$ cat src/hdl/iss_pkg.sv
// shared types and constants of the insertion sorter
package iss_pkg;

	localparam int DEPTH  = 16;
	localparam int DATA_W = 32;

	typedef logic signed [DATA_W-1:0] data_t;

	typedef enum logic [1:0] {
		CELL_HOLD,
		CELL_INSERT,
		CELL_DRAIN
	} cell_op_t;

	typedef enum logic {
		ST_FILL,
		ST_DRAIN
	} state_t;

	typedef struct packed {
		data_t value;
		logic  valid;
		logic  shift;
	} cell_link_t;

	typedef struct packed {
		cell_op_t op;
		data_t    value;
		logic     descending;
	} cell_ctrl_t;

	// virtual neighbours at the two ends of the row
	localparam cell_link_t LINK_HEAD = '{value: '0, valid: 1'b1, shift: 1'b0};
	localparam cell_link_t LINK_TAIL = '{value: '0, valid: 1'b0, shift: 1'b0};

endpackage

$ cat src/hdl/iss_if.sv
// handshake channels of the insertion sorter

interface iss_item_if;
	logic               valid;
	logic               ready;
	iss_pkg::data_t     value;
	logic               batch_end;

	modport source (output valid, output value, output batch_end, input ready);
	modport sink   (input valid, input value, input batch_end, output ready);
endinterface

interface iss_result_if;
	logic               valid;
	logic               ready;
	iss_pkg::data_t     sorted_value;
	logic               final_result;
	logic               overflow;

	modport source (output valid, output sorted_value, output final_result,
		output overflow, input ready);
	modport sink   (input valid, input sorted_value, input final_result,
		input overflow, output ready);
endinterface

interface iss_cfg_if;
	logic valid;
	logic ready;
	logic data;

	modport source (output valid, output data, input ready);
	modport sink   (input valid, input data, output ready);
endinterface

$ cat src/hdl/iss_cell.sv
// one cell of the insertion chain: holds a value and its valid bit
module iss_cell (
	input  logic                clk,
	input  logic                arst_n,
	input  iss_pkg::cell_ctrl_t ctrl,
	input  iss_pkg::cell_link_t prev_link,
	input  iss_pkg::cell_link_t next_link,
	output iss_pkg::cell_link_t link
);

	iss_pkg::data_t value_q;
	logic           valid_q;
	logic           passes;
	logic           shift;

	always_comb begin
		if (ctrl.descending) begin
			passes = value_q < ctrl.value;
		end else begin
			passes = value_q > ctrl.value;
		end
		// moves up only if every held value above it moves too
		shift = valid_q && passes && (next_link.shift || !next_link.valid);
	end

	assign link = '{value: value_q, valid: valid_q, shift: shift};

	always_ff @(posedge clk) begin
		case (ctrl.op)
			iss_pkg::CELL_INSERT: begin
				if (prev_link.shift) begin
					value_q <= prev_link.value;
				end else if (shift || (!valid_q && prev_link.valid)) begin
					value_q <= ctrl.value;
				end
			end
			iss_pkg::CELL_DRAIN: begin
				value_q <= next_link.value;
			end
			default: begin
			end
		endcase
	end

	always_ff @(posedge clk or negedge arst_n) begin
		if (!arst_n) begin
			valid_q <= 1'b0;
		end else begin
			case (ctrl.op)
				iss_pkg::CELL_INSERT: begin
					if (prev_link.valid) begin
						valid_q <= 1'b1;
					end
				end
				iss_pkg::CELL_DRAIN: begin
					valid_q <= next_link.valid;
				end
				default: begin
				end
			endcase
		end
	end

endmodule

$ cat src/hdl/insertion_sorter.sv
// top level of the insertion sorter: cell row, fill/drain control, ports
// While filling, one item is taken every cycle: all cells compare the incoming
// value at once and the ones that pass shift up by one place in the same cycle.
// Values of a batch beyond DEPTH (16) are dropped and every result of that batch
// carries overflow. The item flagged batch_end is inserted like any other; then
// the row drains through its head cell, one result beat per cycle while the
// result side is ready, for the n values held, while no item is taken. The
// descending register may be written at any time between batches and applies
// from the next insertion.
module insertion_sorter (
	input  logic clk,
	input  logic arst_n,
	iss_cfg_if.sink      cfg,
	iss_item_if.sink     items,
	iss_result_if.source results
);

	iss_pkg::state_t     state_q;
	iss_pkg::state_t     state_d;
	logic                descending_q;
	logic                dropped_q;
	logic                item_beat;
	logic                result_beat;
	logic                full;
	logic                last_beat;
	iss_pkg::cell_ctrl_t ctrl;
	iss_pkg::cell_link_t link      [iss_pkg::DEPTH];
	iss_pkg::cell_link_t prev_link [iss_pkg::DEPTH];
	iss_pkg::cell_link_t next_link [iss_pkg::DEPTH];

	assign cfg.ready = 1'b1;

	always_ff @(posedge clk or negedge arst_n) begin
		if (!arst_n) begin
			descending_q <= 1'b0;
		end else if (cfg.valid) begin
			descending_q <= cfg.data;
		end
	end

	assign full        = link[iss_pkg::DEPTH-1].valid;
	assign last_beat   = !link[1].valid;
	assign item_beat   = items.valid && items.ready;
	assign result_beat = results.valid && results.ready;

	always_ff @(posedge clk or negedge arst_n) begin
		if (!arst_n) begin
			state_q <= iss_pkg::ST_FILL;
		end else begin
			state_q <= state_d;
		end
	end

	always_comb begin
		state_d         = state_q;
		items.ready     = 1'b0;
		results.valid   = 1'b0;
		ctrl.op         = iss_pkg::CELL_HOLD;
		ctrl.value      = items.value;
		ctrl.descending = descending_q;
		case (state_q)
			iss_pkg::ST_FILL: begin
				items.ready = 1'b1;
				if (item_beat) begin
					if (!full) begin
						ctrl.op = iss_pkg::CELL_INSERT;
					end
					if (items.batch_end) begin
						state_d = iss_pkg::ST_DRAIN;
					end
				end
			end
			iss_pkg::ST_DRAIN: begin
				results.valid = 1'b1;
				if (result_beat) begin
					ctrl.op = iss_pkg::CELL_DRAIN;
					if (last_beat) begin
						state_d = iss_pkg::ST_FILL;
					end
				end
			end
			default: begin
				state_d = iss_pkg::ST_FILL;
			end
		endcase
	end

	always_ff @(posedge clk or negedge arst_n) begin
		if (!arst_n) begin
			dropped_q <= 1'b0;
		end else if (item_beat && full) begin
			dropped_q <= 1'b1;
		end else if (result_beat && last_beat) begin
			dropped_q <= 1'b0;
		end
	end

	for (genvar i = 0; i < iss_pkg::DEPTH; i++) begin : g_cell
		if (i == 0) begin : g_head
			assign prev_link[i] = iss_pkg::LINK_HEAD;
		end else begin : g_body
			assign prev_link[i] = link[i-1];
		end
		if (i == iss_pkg::DEPTH - 1) begin : g_tail
			assign next_link[i] = iss_pkg::LINK_TAIL;
		end else begin : g_inner
			assign next_link[i] = link[i+1];
		end

		iss_cell u_cell (
			.clk       (clk),
			.arst_n    (arst_n),
			.ctrl      (ctrl),
			.prev_link (prev_link[i]),
			.next_link (next_link[i]),
			.link      (link[i])
		);
	end

	assign results.sorted_value = link[0].value;
	assign results.final_result = last_beat;
	assign results.overflow     = dropped_q;

endmodule

$ cat src/flat_wrapper.sv
// flat-port wrapper written by rule: the top's interface ports become plain ports
module insertion_sorter_flat 
  (clk, arst_n, cfg_valid, cfg_data, cfg_ready, items_valid, items_value, items_batch_end, items_ready, results_valid, results_sorted_value, results_final_result, results_overflow, results_ready);
  iss_cfg_if cfg_i ();
  iss_item_if items_i ();
  iss_result_if results_i ();
  input  logic clk;
  input  logic arst_n;
  input wire logic [$bits(cfg_i.valid)-1:0] cfg_valid;
  input wire logic [$bits(cfg_i.data)-1:0] cfg_data;
  output wire logic [$bits(cfg_i.ready)-1:0] cfg_ready;
  input wire logic [$bits(items_i.valid)-1:0] items_valid;
  input wire logic [$bits(items_i.value)-1:0] items_value;
  input wire logic [$bits(items_i.batch_end)-1:0] items_batch_end;
  output wire logic [$bits(items_i.ready)-1:0] items_ready;
  output wire logic [$bits(results_i.valid)-1:0] results_valid;
  output wire logic [$bits(results_i.sorted_value)-1:0] results_sorted_value;
  output wire logic [$bits(results_i.final_result)-1:0] results_final_result;
  output wire logic [$bits(results_i.overflow)-1:0] results_overflow;
  input wire logic [$bits(results_i.ready)-1:0] results_ready;
  assign cfg_i.valid = cfg_valid;
  assign cfg_i.data = cfg_data;
  assign cfg_ready = cfg_i.ready;
  assign items_i.valid = items_valid;
  assign items_i.value = items_value;
  assign items_i.batch_end = items_batch_end;
  assign items_ready = items_i.ready;
  assign results_valid = results_i.valid;
  assign results_sorted_value = results_i.sorted_value;
  assign results_final_result = results_i.final_result;
  assign results_overflow = results_i.overflow;
  assign results_i.ready = results_ready;
  insertion_sorter u_core (.clk(clk), .arst_n(arst_n), .cfg(cfg_i), .items(items_i), .results(results_i));
endmodule
$ cat config.mk
export PLATFORM = sky130hd
export DESIGN_NAME = insertion_sorter_flat
export DESIGN_NICKNAME = d
export VERILOG_FILES = /design/src/hdl/iss_pkg.sv /design/src/hdl/iss_if.sv /design/src/hdl/iss_cell.sv /design/src/hdl/insertion_sorter.sv /design/src/flat_wrapper.sv
export SDC_FILE = /design/constraint.sdc
export NUM_CORES = 2
export LEC_CHECK = 0
export ABC_AREA = 1
export BUFFER_PORTS_ARGS = -buffer_cell sky130_fd_sc_hd__buf_2
export CELL_PAD_IN_SITES_DETAIL_PLACEMENT = 1
export CELL_PAD_IN_SITES_GLOBAL_PLACEMENT = 1
export CORE_MARGIN = 2
export CORE_UTILIZATION = 35
export CTS_CLUSTER_SIZE = 25
export DETAILED_ROUTE_END_ITERATION = 8
export PLACE_DENSITY = 0.71
export SLEW_MARGIN = 15
export SYNTH_ARGS = -nofsm -noshare
export SYNTH_HDL_FRONTEND = slang
export SYNTH_SLANG_ARGS = --single-unit
$ cat constraint.sdc
create_clock -name clk -period 5.07 [get_ports clk]
set_input_delay 0.7605 -clock clk [delete_from_list [all_inputs] [get_ports clk]]
set_output_delay 0.7605 -clock clk [all_outputs]
set_load 0.02 [all_outputs]
**Word level (Yosys, flattened, before mapping)**

Cells that the tools add are included.

- Logic and storage cells: 338
- Input port bits: 39
- Flip-flop bits (word level): 531

- Muxes and demuxes: 107
- Reduce and logical (&&, ||, !) cells: 130
- Bitwise operators: 1
- Equal/unequal tests: 33
- Magnitude comparators: 32

Operators with widths:

| operator | count |
|---|---|
| case mux 32 bit (2 select lines) | 16 |
| two-way mux 32 bit | 31 |
| > comparator 32 bit | 16 |
| < comparator 32 bit | 16 |
| AND reduction 2 bit | 31 |
| logical AND 1 bit | 50 |
| inequality test 3 bit (second input constant) | 15 |
| two-way mux 1 bit | 40 |
| case mux 1 bit (2 select lines) | 17 |
| inequality test 2 bit (second input constant) | 16 |
| logical OR 1 bit | 31 |
| logical NOT 1 bit | 16 |
| two-way mux 2 bit | 2 |
| case mux 2 bit (2 select lines) | 1 |
| nonzero test 2 bit | 2 |
| equality test 2 x 1 -> 1 bit (second input constant) | 1 |
| equality test 2 bit (second input constant) | 1 |
| NOT 1 bit | 1 |

**Longest topological paths before layout**

- Depth after elaboration: 36
- Gate-level depth with buffers: 50

**By module**

Synthesis repeated with hierarchy kept, for this count alone.

- Cells, all modules: 5,014
- Area, all modules: 42,135.4 µm²

By module, submodules not included:

| module | times used | sequential area each (µm²) | cells an instance | area an instance (µm²) |
|---|---|---|---|---|
| iss_cell | 16 | 985.9 | 312 | 2,623.8 |
| insertion_sorter | 1 | 75.1 | 22 | 155.1 |

**Worst setup path after synthesis**

No wires, ideal clock.

- Kind: input to register
- From: in items_value[31]
- To: reg u_core.g_cell[0].u_cell.value_q[0], enable pin
- Arrival: 6,288 ps
- Stages: 42
- Path slack: -1,658 ps
- Buffers on the path: 2
- Library setup time: 441 ps
- Data required time: 4,629 ps
- Path through: clkinv_1 > clkbuf_1 > ha_1 > a21oi_1 > o21a_1 > nand2_1 > a21oi_1 > nand2_1 > nand2_1 > nand3_1 > nand3_1 > nand3_1 > nand2_1 > nand2_1 > nand2_1 > nand2_1 > nand2_1 > nand2_1 > (+6 left out) > nand2_1 > nand2_1 > nand2_1 > nand2_1 > nand2_1 > nand2_1 > nand2_1 > nand2_1 > nand2_1 > nand2_2 > nand2_2 > nand2_2 > nand2_1 > nand2_2 > nand2_2 > nand2_4 > buf_4 > a31oi_1

- Word-level cells in the longest chain between the ends: 36
- Elaborated cells on any way between the ends: 97
- Classes of those cells: order compare: 32; eq/ne: 1; mux: 16; reduce/logical: 48

RTL lines:

| element | line | source |
|---|---|---|
| from (decl) | flat_wrapper.sv:13 | `input wire logic [$bits(items_i.value)-1:0] items_value;` |
| > comparator 32 bit / < comparator 32 bit (equally long branches) | iss_cell.sv:20, iss_cell.sv:18 |  |
| two-way mux 1 bit | iss_cell.sv:17 | `if (ctrl.descending) begin` |
| logical AND 1 bit | iss_cell.sv:23 | `shift = valid_q && passes && (next_link.shift \|\| !next_link.valid);` |
| logical OR 1 bit | iss_cell.sv:23 |  |
| logical AND 1 bit | iss_cell.sv:23 |  |
| logical OR 1 bit | iss_cell.sv:23 |  |
| logical AND 1 bit | iss_cell.sv:23 |  |
| logical OR 1 bit | iss_cell.sv:23 |  |
| (+20 left out) | n/a |  |
| logical AND 1 bit | iss_cell.sv:23 |  |
| logical OR 1 bit | iss_cell.sv:23 |  |
| logical AND 1 bit | iss_cell.sv:23 |  |
| logical OR 1 bit | iss_cell.sv:23 |  |
| logical AND 1 bit (*) | iss_cell.sv:23 |  |
| logical OR 1 bit (*) | iss_cell.sv:33 | `end else if (shift \|\| (!valid_q && prev_link.valid)) begin` |
| inequality test 2 bit (no source line) (*) | n/a |  |
| AND reduction 2 bit (no source line) (*) | n/a |  |
| to (signal assigned) | iss_cell.sv:32 | `value_q <= prev_link.value;` |
| to (signal assigned) | iss_cell.sv:34 | `value_q <= ctrl.value;` |
| to (signal assigned) | iss_cell.sv:38 | `value_q <= next_link.value;` |
| to (decl) | iss_cell.sv:11 | `iss_pkg::data_t value_q;` |

Every way passes the cells marked *; elsewhere a longest branch is shown, timed or not.
A chain may end at the register's enable or synchronous reset.

**Final worst setup path**

- From: in items_value[5]
- To: reg u_core.g_cell[0].u_cell.value_q[23], enable pin

The elaborated chain is that of the path after synthesis.

==> impl_metrics.tcl <==
set metrics [dict create \
    status "completed" \
    vias_per_cell 5.57 \
    synth_fa_ha_area_share_pct 17.0 \
    syn_area_per_cell_um2 8.43 \
    dieHeight_um 333 \
    cellPowerDensity_nw_per_um2 660 \
    yosysUniqueCellTypes 48 \
    finalHoldViolations 0 \
    clk_latency_ns 0.63 \
    ys_top_cells_by_area "edfxtp_1 41%, ha_1 17%, nand2_1 12%, o21ai_0 12%, a21oi_1 4.2%" \
    setup_ws_ns 0.202 \
    path_max_fanout 8 \
    synth_edf_count 512 \
    critical-path-top-delay-family "compound AO/OA/AOI/OAI gates" \
    cp.required_ns 5.40 \
    ant_nets 0 \
    die-area_um2 111000 \
    hp-class "in -> async" \
    clk_pin_slew_worst_paths_ns 0.06 \
    area_growth_pct 17.2 \
    ys_seq_area_share_pct 42.0 \
    synth_top_cell_area_share_pct 40.7 \
    r2r_cells 40 \
    vias 34300 \
    gp_congestion 0.840 \
    cts_tree "yes" \
    dp_hpwl_um 94900 \
    die_w_um 333 \
    cts.sinks 531 \
    utilization_pct 41.4 \
    max_cap_violations 0 \
    setup_viol 0 \
    drive_gt1_share_pct 12.1 \
    crit_top_cell "nand2_2" \
    worstMarginPinSlew_ns 0.913 \
    finalWirelength_um 127000 \
    htreeDepth 3 \
    rows 120 \
    critPathLaunch "items_value[5]" \
    yosys_warnings 0 \
    worst-endpoint-arrival_ns 5.20 \
    leakagePower_uw 0.0190 \
    ys_async_sr_fraction_pct 3.58 \
    synth_top_cell_by_area "edfxtp_1" \
    worstSetupPathType "in -> reg" \
    timing.fmax_mhz 205 \
    synth_area_um2 37800 \
    synth.most_common_cell "nand2_1" \
    crit_cells 30 \
    drv_slew 0 \
    path_buf_inv 8 \
    slowest_stage "xor2_1" \
    drt_iter0_drc 1908 \
    ys_top_cells_by_count "1252 x nand2_1, 885 x o21ai_0, 512 x edfxtp_1, 512 x ha_1, 319 x a21oi_1" \
    antenna_found_initial 3 \
    root_buffer "clkbuf_16" \
    hold_buffers 0 \
    netlist_instances 4484 \
    peakVddDrop_v 0.000296 \
    synth_compound_area_share_pct 19.4 \
    timing.rr.start "u_core.g_cell[12].u_cell.value_q[31]$_DFFE_PP_" \
    synth_top_family_by_area "compound AO/OA/AOI/OAI gates" \
    pin_count 76 \
    cts_buffers 67 \
    period_minus_slack_ns 4.87 \
    post-route-period-util_pct 96.0 \
    grt_max_degree 141 \
    cp-end-kind "register" \
    synthFlopType "edfxtp_1" \
    io_buffer_count 74 \
    skew_ns 0.0227 \
    post-place-ws_ns -0.384 \
    wire_per_inst_um 20.7 \
    nets 5240 \
    grt_pass1_vias 35400 \
    synth-simple-area-share_pct 16.6 \
    slowest_delay_ns 0.36 \
    synth_mux_area_share_pct 0.0265 \
    relSlewSlack_pct 39.1 \
    synth_xor_area_share_pct 0.185 \
    core_um2 107000 \
    postSynthRegisterBits 531 \
    synthesis.nets 5035 \
    grt_pass1_wl_um 200000 \
    post-route-drc-count 0 \
    clockBufferDepth 3 \
    drt-pass1-iter-count 5 \
    grt_overflow 0 \
    initial_core_util_pct 35.3 \
    groute.usage.overall_pct 22.5 \
    critPathLaunchType "input port" \
]
## path summary, 6_finish.rpt
path,slack [ns],to
max,0.20,u_core.g_cell[0].u_cell.value_q[23]$_DFFE_PP_
min,0.13,u_core.state_q$_DFF_PN0_
max reg2reg,0.28,u_core.g_cell[0].u_cell.value_q[23]$_DFFE_PP_
min reg2reg,0.57,u_core.g_cell[14].u_cell.value_q[31]$_DFFE_PP_
max in group asynchronous,4.52,u_core.g_cell[2].u_cell.valid_q$_DFFE_PN0P_
min in group clk,0.38,u_core.state_q$_DFF_PN0_
## cell families after synthesis
kind of cell / count (synthesis)
xor+xnor: 8
other cells: 1
flops: 531
buf+inv: 457
fa+ha+maj: 512
mux: 1
compound gates: 1408
simple gates: 1566
## final cells by class
type | instances | area (um2)
Fill cell | 12700 | 62800
Multi-Input combinational cell | 3496 | 20500
Sequential cell | 531 | 15900
Timing Repair Buffer | 395 | 3350
Clock buffer | 85 | 1770
Tap cell | 1403 | 1760
Inverter | 198 | 806
Clock inverter | 37 | 249
Antenna cell | 1 | 2.50
## worst register-to-register path, delay by kind of cell, from the launching register on
kind	cells	cell delay, ns
AOI/OAI and AO/OA	1	0.21
and+or+nand+nor	35	3.04
buffers and inverters	3	0.49
DFF	1	0.42
adders and majority gates	1	0.32
## where the power goes
| part | internal [uW] | switching (uW) | leakage [uW] |
|---|---|---|---|
| clock | 2580 | 2080 | 0.000990 |
| combinational | 4980 | 9110 | 0.0128 |
| sequential | 8290 | 2180 | 0.00518 |
## registers in the layout (all words and copies together), names as in the netlist
signal                        cells
u_core.descending_q               1
u_core.g_cell.u_cell.valid_q     16
u_core.g_cell.u_cell.value_q    512
u_core.results.overflow           1
u_core.state_q                    1
## cell usage in the layout (no fill, tap or decap), drive strengths merged, types with 16 or more instances in the layout
cell type,instances
nand2,1258
o21ai,976
edfxtp,512
ha,512
buf,392
a21oi,319
inv,177
nand3,131
nor2,92
clkbuf,88
clkinv,55
nand4,38
a211oi,21
dfrtp,19
nor4,19
a31oi,16
## layer usage
metal	GRT usage, %	vias to the layer above	part of all wire [%]
li1	-	16400	-
met1	31.0	17200	47
met2	38.1	531	48
met3	2.42	124	3.7
met4	5.03	0	1.6
met5	0	-	0
## through the flow
stage | TNS [ns] | hold WS [ns] | power, uW | std cells | cell area (um2)
final | 0 | 0.134 | 29200 | 6146 | 44300
after global routing | -0.0611 | 0.146 | 31800 | 6145 | 44300
after CTS | 0 | 0.124 | 29100 | 6130 | 43900
after detailed placement | -51.83 | 0.557 | 24300 | 6008 | 41900
after global placement | -30.59 | 0.538 | 23500 | 6008 | 41900
after floorplan | 0 | 0.465 | 18800 | 4484 | 38300
## repair_timing
action | CTS | global route
setup buffers | 0 | 10
endpoints found under the hold margin | 0 | 0
setup endpoints to repair | 0 | 124
gates resized for setup | 0 | 34
Note: power is estimated with default switching activity, not from simulation.
